### src/rtl/rllt_pkg.sv
// Shared types and constants of the recursive lease lock table.
`default_nettype none
package rllt_pkg;

   localparam int KEY_W    = 16;
   localparam int NODE_W   = 8;
   localparam int DEPTH_W  = 16;
   localparam int AGE_W    = 22;
   localparam int FUNC_W   = 3;
   localparam int STATUS_W = 3;
   localparam int ACT_W    = 7;
   localparam int TOTAL_W  = 32;
   localparam int REQ_W    = 32;
   localparam int RSP_W    = 160;

   localparam logic [AGE_W-1:0]   AGE_MAX   = '1;
   localparam logic [DEPTH_W-1:0] DEPTH_MAX = '1;

   // Request operation codes
   typedef enum logic [FUNC_W-1:0] {
      FN_LOCK   = 3'd0,
      FN_UNLOCK = 3'd1,
      FN_RENEW  = 3'd2,
      FN_FORCE  = 3'd3,
      FN_QUERY  = 3'd4,
      FN_TICK   = 3'd5
   } func_type;

   // Answer codes
   localparam logic [STATUS_W-1:0] ST_OK        = 3'd0;
   localparam logic [STATUS_W-1:0] ST_NO_BLOCK  = 3'd1;
   localparam logic [STATUS_W-1:0] ST_CONTENDED = 3'd2;
   localparam logic [STATUS_W-1:0] ST_NOT_HELD  = 3'd3;
   localparam logic [STATUS_W-1:0] ST_WRONG_OWN = 3'd4;
   localparam logic [STATUS_W-1:0] ST_FULL      = 3'd5;
   localparam logic [STATUS_W-1:0] ST_EXPIRED   = 3'd6;

   // Configuration register indexes
   localparam logic CSR_LEASE = 1'b0;
   localparam logic CSR_HOLD  = 1'b1;

   // One table entry as stored in the entry memory
   typedef struct packed {
      logic [KEY_W-1:0]   key;
      logic [NODE_W-1:0]  owner;
      logic [DEPTH_W-1:0] depth;
      logic [AGE_W-1:0]   lease;
      logic [AGE_W-1:0]   hold;
   } entry_type;

   localparam int ENTRY_W = $bits(entry_type);

   // Evaluation of one entry by the slot unit
   typedef struct packed {
      logic               key_hit;
      logic               owner_hit;
      logic               expire;
      logic [DEPTH_W-1:0] depth_up;
      logic [DEPTH_W-1:0] depth_down;
      logic               depth_gt1;
      entry_type          aged;
   } slot_eval_type;

endpackage
`default_nettype wire

### src/rtl/rllt_ram.sv
// Generic single-write, single-read RAM with registered read data.
`default_nettype none
module rllt_ram #(
   parameter int WIDTH = 8,
   parameter int DEPTH = 16
) (
   input  wire logic                     clock,
   input  wire logic                     we,
   input  wire logic [$clog2(DEPTH)-1:0] waddr,
   input  wire logic [WIDTH-1:0]         wdata,
   input  wire logic [$clog2(DEPTH)-1:0] raddr,
   output logic      [WIDTH-1:0]         rdata
);

   logic [WIDTH-1:0] mem [DEPTH];

   // Write and read one word a cycle
   always_ff @(posedge clock) begin
      if (we) begin
         mem[waddr] <= wdata;
      end
      rdata <= mem[raddr];
   end

endmodule
`default_nettype wire

### src/rtl/rllt_slot_unit.sv
// Shared compare, aging and depth unit applied to one entry at a time.
`default_nettype none
module rllt_slot_unit (
   input  wire rllt_pkg::entry_type            ent,
   input  wire logic [rllt_pkg::KEY_W-1:0]     key,
   input  wire logic [rllt_pkg::NODE_W-1:0]    node,
   input  wire logic [rllt_pkg::AGE_W-1:0]     lease_limit,
   input  wire logic [rllt_pkg::AGE_W-1:0]     hold_limit,
   output rllt_pkg::slot_eval_type             eval
);

   rllt_pkg::entry_type aged;

   // Age both counters, saturating
   always_comb begin
      aged = ent;
      if (ent.lease != rllt_pkg::AGE_MAX) begin
         aged.lease = ent.lease + 1'b1;
      end
      if (ent.hold != rllt_pkg::AGE_MAX) begin
         aged.hold = ent.hold + 1'b1;
      end
   end

   // Compare key and owner, judge expiry, step depth
   always_comb begin
      eval.key_hit    = (ent.key == key);
      eval.owner_hit  = (ent.owner == node);
      eval.expire     = (aged.lease > lease_limit) || (aged.hold > hold_limit);
      eval.depth_up   = (ent.depth == rllt_pkg::DEPTH_MAX) ? ent.depth : ent.depth + 1'b1;
      eval.depth_down = ent.depth - 1'b1;
      eval.depth_gt1  = (ent.depth > rllt_pkg::DEPTH_W'(1));
      eval.aged       = aged;
   end

endmodule
`default_nettype wire

### src/rtl/recursive_lease_lock_table.sv
// Top level of the recursive lease lock table: sequencer, counters and ports.
// Usage:
//  req_* carries one request beat: func, block_key, node, block_present.
//  rsp_* returns result beats; rsp_tlast marks the final beat of a request.
//  csr_* writes lease_limit (index 0) or hold_limit (index 1).
// Sequence:
//  Lock requests walk the entry memory one slot at a time, reading each held
//  slot and passing over each free one, stopping at the first key match, then
//  apply in S_APPLY; the result beat is valid on the next cycle.
//  A tick ages every held slot and then reads back each freed slot, passing
//  over the others, to send its beat; with none freed it sends one OK beat.
//  req_tready is high only while idle, from the cycle after the last beat leaves.
// Reset:
//  Synchronous reset empties the table, clears totals, restores the limits.
// Stall:
//  A result beat holds in the output register until rsp_tready; the table
//  waits and takes no new request meanwhile.
`default_nettype none
module recursive_lease_lock_table #(
   parameter int ENTRIES = 16
) (
   input  wire logic                          clock,
   input  wire logic                          reset,
   input  wire logic                          req_tvalid,
   output logic                               req_tready,
   // func[2:0], block_key[18:3], node[26:19], block_present[27], zero[31:28]
   input  wire logic [rllt_pkg::REQ_W-1:0]    req_tdata,
   output logic                               rsp_tvalid,
   input  wire logic                          rsp_tready,
   // status[2:0], held[3], holder[11:4], depth[27:12], held_by_requester[28],
   // expired_key[44:29], expired_owner[52:45], active_count[59:53],
   // contentions[91:60], expiries[123:92], acquisitions[155:124], zero[159:156]
   output logic [rllt_pkg::RSP_W-1:0]         rsp_tdata,
   output logic                               rsp_tlast,
   input  wire logic                          csr_we,
   input  wire logic                          csr_addr,
   input  wire logic [rllt_pkg::AGE_W-1:0]    csr_wdata
);

   localparam int IDX_W = $clog2(ENTRIES);
   localparam int CNT_W = $clog2(ENTRIES + 1);

   typedef enum logic [8:0] {
      S_IDLE    = 9'b000000001,
      S_LK_RD   = 9'b000000010,
      S_LK_EX   = 9'b000000100,
      S_APPLY   = 9'b000001000,
      S_TK_RD   = 9'b000010000,
      S_TK_EX   = 9'b000100000,
      S_TK_SEEK = 9'b001000000,
      S_TK_LOAD = 9'b010000000,
      S_OUT     = 9'b100000000
   } state_type;

   state_type state_ff, state_in;

   logic [rllt_pkg::AGE_W-1:0] lease_limit_ff, lease_limit_in;
   logic [rllt_pkg::AGE_W-1:0] hold_limit_ff, hold_limit_in;

   rllt_pkg::func_type            func_ff, func_in;
   logic [rllt_pkg::KEY_W-1:0]    key_ff, key_in;
   logic [rllt_pkg::NODE_W-1:0]   node_ff, node_in;
   logic                          present_ff, present_in;

   logic [CNT_W-1:0]   idx_ff, idx_in;
   logic [IDX_W-1:0]   slot_ff, slot_in;
   logic               found_ff, found_in;
   logic [IDX_W-1:0]   free_ff, free_in;
   logic               free_found_ff, free_found_in;
   rllt_pkg::entry_type ent_ff, ent_in;
   logic [CNT_W-1:0]   exp_cnt_ff, exp_cnt_in;

   logic [ENTRIES-1:0] valid_ff, valid_in;
   logic [ENTRIES-1:0] flag_ff, flag_in;

   logic [rllt_pkg::ACT_W-1:0]   act_ff, act_in;
   logic [rllt_pkg::TOTAL_W-1:0] cont_ff, cont_in;
   logic [rllt_pkg::TOTAL_W-1:0] expt_ff, expt_in;
   logic [rllt_pkg::TOTAL_W-1:0] acq_ff, acq_in;

   logic                            rsp_valid_ff, rsp_valid_in;
   logic                            rsp_last_ff, rsp_last_in;
   logic [rllt_pkg::STATUS_W-1:0]   rsp_status_ff, rsp_status_in;
   logic                            rsp_held_ff, rsp_held_in;
   logic [rllt_pkg::NODE_W-1:0]     rsp_holder_ff, rsp_holder_in;
   logic [rllt_pkg::DEPTH_W-1:0]    rsp_depth_ff, rsp_depth_in;
   logic                            rsp_hbr_ff, rsp_hbr_in;
   logic [rllt_pkg::KEY_W-1:0]      rsp_ekey_ff, rsp_ekey_in;
   logic [rllt_pkg::NODE_W-1:0]     rsp_eown_ff, rsp_eown_in;

   logic                     ram_we;
   logic [IDX_W-1:0]         ram_waddr;
   rllt_pkg::entry_type      ram_wdata;
   logic [IDX_W-1:0]         ram_raddr;
   logic [rllt_pkg::ENTRY_W-1:0] ram_rdata;

   rllt_pkg::entry_type     unit_ent;
   rllt_pkg::slot_eval_type ev;

   logic [IDX_W-1:0] idx_slot;
   logic             scan_done;

   assign idx_slot  = idx_ff[IDX_W-1:0];
   assign scan_done = (idx_ff == CNT_W'(ENTRIES));
   assign unit_ent  = (state_ff == S_APPLY) ? ent_ff : rllt_pkg::entry_type'(ram_rdata);

   rllt_ram #(
      .WIDTH (rllt_pkg::ENTRY_W),
      .DEPTH (ENTRIES)
   ) u_ram (
      .clock (clock),
      .we    (ram_we),
      .waddr (ram_waddr),
      .wdata (ram_wdata),
      .raddr (ram_raddr),
      .rdata (ram_rdata)
   );

   rllt_slot_unit u_unit (
      .ent         (unit_ent),
      .key         (key_ff),
      .node        (node_ff),
      .lease_limit (lease_limit_ff),
      .hold_limit  (hold_limit_ff),
      .eval        (ev)
   );

   // Drive the ports
   assign req_tready = (state_ff == S_IDLE);
   assign rsp_tvalid = rsp_valid_ff;
   assign rsp_tlast  = rsp_last_ff;
   assign rsp_tdata  = {4'b0, acq_ff, expt_ff, cont_ff, act_ff, rsp_eown_ff, rsp_ekey_ff,
                        rsp_hbr_ff, rsp_depth_ff, rsp_holder_ff, rsp_held_ff, rsp_status_ff};

   // Sequence lookups, ticks and result beats
   always_comb begin
      state_in       = state_ff;
      lease_limit_in = lease_limit_ff;
      hold_limit_in  = hold_limit_ff;
      func_in        = func_ff;
      key_in         = key_ff;
      node_in        = node_ff;
      present_in     = present_ff;
      idx_in         = idx_ff;
      slot_in        = slot_ff;
      found_in       = found_ff;
      free_in        = free_ff;
      free_found_in  = free_found_ff;
      ent_in         = ent_ff;
      exp_cnt_in     = exp_cnt_ff;
      valid_in       = valid_ff;
      flag_in        = flag_ff;
      act_in         = act_ff;
      cont_in        = cont_ff;
      expt_in        = expt_ff;
      acq_in         = acq_ff;
      rsp_valid_in   = rsp_valid_ff;
      rsp_last_in    = rsp_last_ff;
      rsp_status_in  = rsp_status_ff;
      rsp_held_in    = rsp_held_ff;
      rsp_holder_in  = rsp_holder_ff;
      rsp_depth_in   = rsp_depth_ff;
      rsp_hbr_in     = rsp_hbr_ff;
      rsp_ekey_in    = rsp_ekey_ff;
      rsp_eown_in    = rsp_eown_ff;
      ram_we         = 1'b0;
      ram_waddr      = slot_ff;
      ram_wdata      = ent_ff;
      ram_raddr      = idx_slot;

      // Take limit writes
      if (csr_we) begin
         if (csr_addr == rllt_pkg::CSR_LEASE) begin
            lease_limit_in = csr_wdata;
         end else begin
            hold_limit_in = csr_wdata;
         end
      end

      case (state_ff)
         S_IDLE: begin
            if (req_tvalid) begin
               func_in       = rllt_pkg::func_type'(req_tdata[2:0]);
               key_in        = req_tdata[18:3];
               node_in       = req_tdata[26:19];
               present_in    = req_tdata[27];
               idx_in        = '0;
               found_in      = 1'b0;
               free_found_in = 1'b0;
               exp_cnt_in    = '0;
               flag_in       = '0;
               if (rllt_pkg::func_type'(req_tdata[2:0]) == rllt_pkg::FN_TICK) begin
                  state_in = S_TK_RD;
               end else begin
                  state_in = S_LK_RD;
               end
            end
         end
         S_LK_RD: begin
            // Read held slots, note the lowest free one
            if (scan_done) begin
               state_in = S_APPLY;
            end else if (valid_ff[idx_slot]) begin
               state_in = S_LK_EX;
            end else begin
               if (!free_found_ff) begin
                  free_found_in = 1'b1;
                  free_in       = idx_slot;
               end
               idx_in = idx_ff + 1'b1;
            end
         end
         S_LK_EX: begin
            if (ev.key_hit) begin
               found_in = 1'b1;
               slot_in  = idx_slot;
               ent_in   = rllt_pkg::entry_type'(ram_rdata);
               state_in = S_APPLY;
            end else begin
               idx_in   = idx_ff + 1'b1;
               state_in = S_LK_RD;
            end
         end
         S_APPLY: begin
            rsp_status_in = rllt_pkg::ST_OK;
            rsp_held_in   = found_ff;
            rsp_holder_in = found_ff ? ent_ff.owner : '0;
            rsp_depth_in  = found_ff ? ent_ff.depth : '0;
            rsp_hbr_in    = found_ff && ev.owner_hit;
            rsp_ekey_in   = '0;
            rsp_eown_in   = '0;
            rsp_last_in   = 1'b1;
            rsp_valid_in  = 1'b1;
            state_in      = S_OUT;
            case (func_ff)
               rllt_pkg::FN_LOCK: begin
                  if (!present_ff) begin
                     rsp_status_in = rllt_pkg::ST_NO_BLOCK;
                  end else if (found_ff) begin
                     if (ev.owner_hit) begin
                        ram_we          = 1'b1;
                        ram_wdata.depth = ev.depth_up;
                        ram_wdata.lease = '0;
                        rsp_depth_in    = ev.depth_up;
                     end else begin
                        rsp_status_in = rllt_pkg::ST_CONTENDED;
                        cont_in       = cont_ff + 1'b1;
                     end
                  end else if (!free_found_ff) begin
                     rsp_status_in = rllt_pkg::ST_FULL;
                  end else begin
                     ram_we          = 1'b1;
                     ram_waddr       = free_ff;
                     ram_wdata.key   = key_ff;
                     ram_wdata.owner = node_ff;
                     ram_wdata.depth = rllt_pkg::DEPTH_W'(1);
                     ram_wdata.lease = '0;
                     ram_wdata.hold  = '0;
                     valid_in[free_ff] = 1'b1;
                     act_in        = act_ff + 1'b1;
                     acq_in        = acq_ff + 1'b1;
                     rsp_held_in   = 1'b1;
                     rsp_holder_in = node_ff;
                     rsp_depth_in  = rllt_pkg::DEPTH_W'(1);
                     rsp_hbr_in    = 1'b1;
                  end
               end
               rllt_pkg::FN_UNLOCK: begin
                  if (!found_ff) begin
                     rsp_status_in = rllt_pkg::ST_NOT_HELD;
                  end else if (!ev.owner_hit) begin
                     rsp_status_in = rllt_pkg::ST_WRONG_OWN;
                  end else if (ev.depth_gt1) begin
                     ram_we          = 1'b1;
                     ram_wdata.depth = ev.depth_down;
                     rsp_depth_in    = ev.depth_down;
                  end else begin
                     valid_in[slot_ff] = 1'b0;
                     act_in        = act_ff - 1'b1;
                     rsp_held_in   = 1'b0;
                     rsp_holder_in = '0;
                     rsp_depth_in  = '0;
                     rsp_hbr_in    = 1'b0;
                  end
               end
               rllt_pkg::FN_RENEW: begin
                  if (!found_ff) begin
                     rsp_status_in = rllt_pkg::ST_NOT_HELD;
                  end else if (!ev.owner_hit) begin
                     rsp_status_in = rllt_pkg::ST_WRONG_OWN;
                  end else begin
                     ram_we          = 1'b1;
                     ram_wdata.lease = '0;
                  end
               end
               rllt_pkg::FN_FORCE: begin
                  if (!found_ff) begin
                     rsp_status_in = rllt_pkg::ST_NOT_HELD;
                  end else begin
                     valid_in[slot_ff] = 1'b0;
                     act_in        = act_ff - 1'b1;
                     expt_in       = expt_ff + 1'b1;
                     rsp_held_in   = 1'b0;
                     rsp_holder_in = '0;
                     rsp_depth_in  = '0;
                     rsp_hbr_in    = 1'b0;
                  end
               end
               default: begin
               end
            endcase
         end
         S_TK_RD: begin
            // Age pass over held slots
            if (scan_done) begin
               if (exp_cnt_ff == '0) begin
                  rsp_status_in = rllt_pkg::ST_OK;
                  rsp_held_in   = 1'b0;
                  rsp_holder_in = '0;
                  rsp_depth_in  = '0;
                  rsp_hbr_in    = 1'b0;
                  rsp_ekey_in   = '0;
                  rsp_eown_in   = '0;
                  rsp_last_in   = 1'b1;
                  rsp_valid_in  = 1'b1;
                  state_in      = S_OUT;
               end else begin
                  idx_in   = '0;
                  state_in = S_TK_SEEK;
               end
            end else if (valid_ff[idx_slot]) begin
               state_in = S_TK_EX;
            end else begin
               idx_in = idx_ff + 1'b1;
            end
         end
         S_TK_EX: begin
            ram_we    = 1'b1;
            ram_waddr = idx_slot;
            ram_wdata = ev.aged;
            if (ev.expire) begin
               valid_in[idx_slot] = 1'b0;
               flag_in[idx_slot]  = 1'b1;
               exp_cnt_in = exp_cnt_ff + 1'b1;
               expt_in    = expt_ff + 1'b1;
               act_in     = act_ff - 1'b1;
            end
            idx_in   = idx_ff + 1'b1;
            state_in = S_TK_RD;
         end
         S_TK_SEEK: begin
            // Find the next freed slot and read it back
            if (flag_ff[idx_slot]) begin
               state_in = S_TK_LOAD;
            end else begin
               idx_in = idx_ff + 1'b1;
            end
         end
         S_TK_LOAD: begin
            rsp_status_in = rllt_pkg::ST_EXPIRED;
            rsp_held_in   = 1'b0;
            rsp_holder_in = '0;
            rsp_depth_in  = '0;
            rsp_hbr_in    = 1'b0;
            rsp_ekey_in   = ev.aged.key;
            rsp_eown_in   = ev.aged.owner;
            rsp_last_in   = (exp_cnt_ff == CNT_W'(1));
            rsp_valid_in  = 1'b1;
            state_in      = S_OUT;
         end
         S_OUT: begin
            // Hold the beat until taken
            if (rsp_tready) begin
               rsp_valid_in = 1'b0;
               if (rsp_last_ff) begin
                  state_in = S_IDLE;
               end else begin
                  exp_cnt_in = exp_cnt_ff - 1'b1;
                  idx_in     = idx_ff + 1'b1;
                  state_in   = S_TK_SEEK;
               end
            end
         end
         default: begin
            state_in = S_IDLE;
         end
      endcase
   end

   // Control state with reset
   always_ff @(posedge clock) begin
      if (reset) begin
         state_ff       <= S_IDLE;
         lease_limit_ff <= rllt_pkg::AGE_W'(5000);
         hold_limit_ff  <= rllt_pkg::AGE_W'(30000);
         valid_ff       <= '0;
         act_ff         <= '0;
         cont_ff        <= '0;
         expt_ff        <= '0;
         acq_ff         <= '0;
         rsp_valid_ff   <= 1'b0;
      end else begin
         state_ff       <= state_in;
         lease_limit_ff <= lease_limit_in;
         hold_limit_ff  <= hold_limit_in;
         valid_ff       <= valid_in;
         act_ff         <= act_in;
         cont_ff        <= cont_in;
         expt_ff        <= expt_in;
         acq_ff         <= acq_in;
         rsp_valid_ff   <= rsp_valid_in;
      end
   end

   // Working and payload registers
   always_ff @(posedge clock) begin
      func_ff       <= func_in;
      key_ff        <= key_in;
      node_ff       <= node_in;
      present_ff    <= present_in;
      idx_ff        <= idx_in;
      slot_ff       <= slot_in;
      found_ff      <= found_in;
      free_ff       <= free_in;
      free_found_ff <= free_found_in;
      ent_ff        <= ent_in;
      exp_cnt_ff    <= exp_cnt_in;
      flag_ff       <= flag_in;
      rsp_last_ff   <= rsp_last_in;
      rsp_status_ff <= rsp_status_in;
      rsp_held_ff   <= rsp_held_in;
      rsp_holder_ff <= rsp_holder_in;
      rsp_depth_ff  <= rsp_depth_in;
      rsp_hbr_ff    <= rsp_hbr_in;
      rsp_ekey_ff   <= rsp_ekey_in;
      rsp_eown_ff   <= rsp_eown_in;
   end

endmodule
`default_nettype wire

### config.mk
export PLATFORM = sky130hd
export DESIGN_NAME = recursive_lease_lock_table
export DESIGN_NICKNAME = d
export VERILOG_FILES = /design/src/rtl/rllt_pkg.sv /design/src/rtl/rllt_ram.sv /design/src/rtl/rllt_slot_unit.sv /design/src/rtl/recursive_lease_lock_table.sv
export SDC_FILE = /design/constraint.sdc
export NUM_CORES = 2
export LEC_CHECK = 0
export BUFFER_PORTS_ARGS = -buffer_cell sky130_fd_sc_hd__buf_2
export CAP_MARGIN = 0
export CORE_ASPECT_RATIO = 2
export CORE_MARGIN = 10
export CORE_UTILIZATION = 50
export DETAILED_ROUTE_END_ITERATION = 10
export PLACE_DENSITY_LB_ADDON = 0.3
export SYNTH_ARGS = -nofsm -noshare
export SYNTH_HDL_FRONTEND = slang
export SYNTH_SLANG_ARGS = --single-unit
### constraint.sdc
create_clock -name clock -period 22 [get_ports clock]
set_input_delay 0 -clock clock [delete_from_list [all_inputs] [get_ports clock]]
set_output_delay 0 -clock clock [all_outputs]
set_load 0.05 [all_outputs]
==> impl_metrics.ini <==
[setup_path]
reg2reg_depth = 21
rrSetupSlack_ps = 14470
critical_path_peak_fanout = 31
arrival_ps = 7940
r2r_start = state_ff[1]
end_kind = register
cp-start-kind = register
cp.required_ps = 22410
crit_type = reg2reg
reg2reg_to = exp_cnt_ff[2]

[power]
p_clk_share_pct = 30.5
power.internal_uw = 6400
combPwrFrac_pct = 24.4
power_density_nw_per_um2 = 104
ir_drop_uv = 95.5
power.leakage_uw = 0.0281
swShare_pct = 28.4
switchingPower_uw = 2540
seqPwrFrac_pct = 45.1

[worst_hold_path]
holdPathEnd = hold_limit_ff[10]
hold_class = in2reg
min_from = csr_wdata[10]
whs_path_depth = 4

[timing]
grt_setup_unrepaired = false
hold_viol_final = 0
slew_viol_final = 0
timing.final.crit_share_pct = 34.2
final.setup.tns_ps = 0
fmax_ghz = 0.133
slew_headroom_pct = 9.14
layout_min_cycle_time_ps = 7530
tightest_slew_ps = 1360
fin_skew_ps = 53.2
setup_viol = 0

[route]
wl_met2_mm = 105
routed-wl-met3_mm = 13.9
ant_nets = 0
wirelength_mm = 202
dr.max_layer_used = met5
wl_met1_mm = 72.0
drt-wirelength-per-cell_um = 28.4
vias = 45100
via_per_inst = 6.34
drc = 0
first_pass_iters = 6
first_iter_violations = 4700

[clocking]
htree_levels = 4
clock_path_buffers = 4
cts_made_buffers = 156
cts_tree = yes
clk_pin_slew_worst_paths_ps = 70
cts_resized = 0
cts.sinks = 1803
clkLatencyLatePin_ps = 800
cts_root_buffer = clkbuf_16

[layout]
nets = 5169
fillCellCount = 11400
synthToLayoutAreaGrowth_pct = 12.5
layout_commonest_cell = edfxtp_1
stdcell_area_um2 = 85500
layout-drive-gt1-share_pct = 21.3
layout_common_cells = 1546 x edfxtp_1, 429 x mux4_2, 374 x nand2_1

[floorplanning]
dieWidth_um = 296
die_area_um2 = 169000
ios = 223
fp.dieH_um = 572
rows = 202
core-area_um2 = 151000
start_util_pct = 50.2

[place]
io_buffers = 214
dp_hpwl_mm = 121
place_congestion = 0.982
dpl_cell_area_um2 = 79600

[logic_synthesis]
synthArstFlopShare_pct = 0
ys_ff_latch = 1803
synth_cell_types = 97
syn-cell-area_um2 = 76100
synth_area_leaders = edfxtp_1 61%, mux4_2 13%, dfxtp_1 6.8%, nand2_1 1.8%, nor2_1 1.3%
synth_top_family_by_area = multiplexers
synth_xor_area_share_pct = 1.72
synth.area.mux_share_pct = 14.7
synth-simple-area-share_pct = 7.66
synth_fa_ha_area_share_pct = 1.02
synth-main-ff-cell = edfxtp_1
yosys_warnings = 0
synth_compound_area_share_pct = 5.25
synth_top_area_cell = edfxtp_1
synth.avg_cell_area_um2 = 16.1
ys_seq_area_share_pct = 67.8
synth_edf_count = 1546
syn_inst = 4734
netlist.area_leader.share_pct = 61.0

[grt]
grt_max_degree = 145
grt-ovfl-total = 0
grtUsageTotal_pct = 23.8
grt_pass1_wl_mm = 299
antenna_found_initial = 17
first_global_vias = 45900

[status]
outcome = finished, final reports clean

[flow_run]
drv_cap = 0
power groups by stage:
stage | Sequential (µW) | Clock [µW] | Combinational (µW)
after CTS | 4020 | 2770 | 2200
after floorplan | 4000 | 0 | 1640
after global routing | 4040 | 2890 | 2340
final | 4030 | 2730 | 2180
after detailed placement | 4100 | 0 | 2170
after global placement | 4090 | 0 | 2150
kinds of logic (layout without fill, tap and decap cells):
| logic type | Yosys count | in the layout |
|---|---|---|
| buf+inv | 358 | 786 |
| fa+ha+maj | 62 | 62 |
| flops | 1803 | 1803 |
| other cells | 1 | 15 |
| xor+xnor | 149 | 149 |
| simple gates | 1186 | 1186 |
| compound gates | 603 | 603 |
| mux | 572 | 572 |
critical path, stage by stage, from the launching register on:
cell      delay (ps)
dfxtp_1          390
or3_1            470
nor3_4           690
buf_4            510
buf_4            500
nand2_1          110
nand2_1          120
ha_1             200
a21bo_2          260
or4b_1           740
and3_1           360
nand2_1          130
xor2_1           200
mux2i_1          130
ha_1             330
a21o_1           110
a21oi_1           70
o21a_1           220
o21a_1           190
a21oi_1          380
nor3_1           190
a211oi_1         800
cell type report:
class | instances | area, µm² | area share [%]
sequential | 1803 | 51600 | 60.3
multi-input combinational | 2576 | 23200 | 27.2
clock buffer | 215 | 4280 | 5.00
timing repair buffer | 433 | 3040 | 3.55
tap | 1938 | 2420 | 2.83
clock inverter | 61 | 672 | 0.785
inverter | 77 | 292 | 0.341
antenna | 11 | 27.5 | 0.0322
synthesized netlist by cell type (all sizes together) (7+ instances only):
master and n:
mux2i 96, nor4 29, nand2b 19, a21o 12, inv 77, xnor2 55
xor2 94, clkbuf 205, nand3 120, mux2 47, a211o 9, o21ai 97
a32oi 8, o31ai 18, or4 9, dfxtp 257, mux4 429, nor2b 64
a211oi 15, nor3 59, o21a 9, a21oi 190, and3 60, a2111oi 12
buf 76, nand2 374, a31oi 45, a22oi 18, or3 45, or2 7
o22ai 24, and2 19, nand4 75, and4 8, o211ai 25, nor2 256
ha 62, nor3b 8, a221oi 28, edfxtp 1546, a21boi 10, nor4b 7
nand3b 16, a22o 20
state kept, by name (all words and copies together) (netlist names), 22 cells and up:
register	cells
acq_ff	32
lease_limit_ff	22
hold_limit_ff	22
u_ram.mem	1344
u_ram.rdata	84
cont_ff	32
expt_ff	32
ent_ff	84
timing repair:
action,in CTS,in global routing
endpoints found under the hold margin,151,0
setup endpoints to repair,0,0
hold buffers,92,0
buffers inserted,0,0
how the worst max path moves through the flow:
| stage | start | end | cells past startpoint |
|---|---|---|---|
| after CTS | state_ff[1] | exp_cnt_ff[2] | 21 |
| after global routing | state_ff[1] | exp_cnt_ff[2] | 21 |
| after detailed placement | state_ff[1] | exp_cnt_ff[2] | 21 |
| final | state_ff[1] | exp_cnt_ff[2] | 21 |
| after global placement | state_ff[1] | exp_cnt_ff[2] | 21 |
| after floorplan | state_ff[3] | u_ram.mem[4][0] | 17 |
layer usage:
metal	track usage, %	vias up
met2	41.9	2033
met1	27.6	23100
met3	3.71	613
li1	-	19300
met5	0	-
met4	12.8	16
stage by stage:
stage	setup slack (ps)	util [%]	hold WS, ps	cells	power (µW)
after floorplan	14410	-	98.9	4737	5640
after global placement	14630	52.6	180	6733	6240
after detailed placement	14570	52.6	178	6733	6270
after CTS	14550	56.5	2.45	7101	8990
after global routing	14150	56.5	54.4	7112	9270
final	14470	56.5	45.7	7114	8940
No activity file was read; power rests on OpenSTA's default activity.
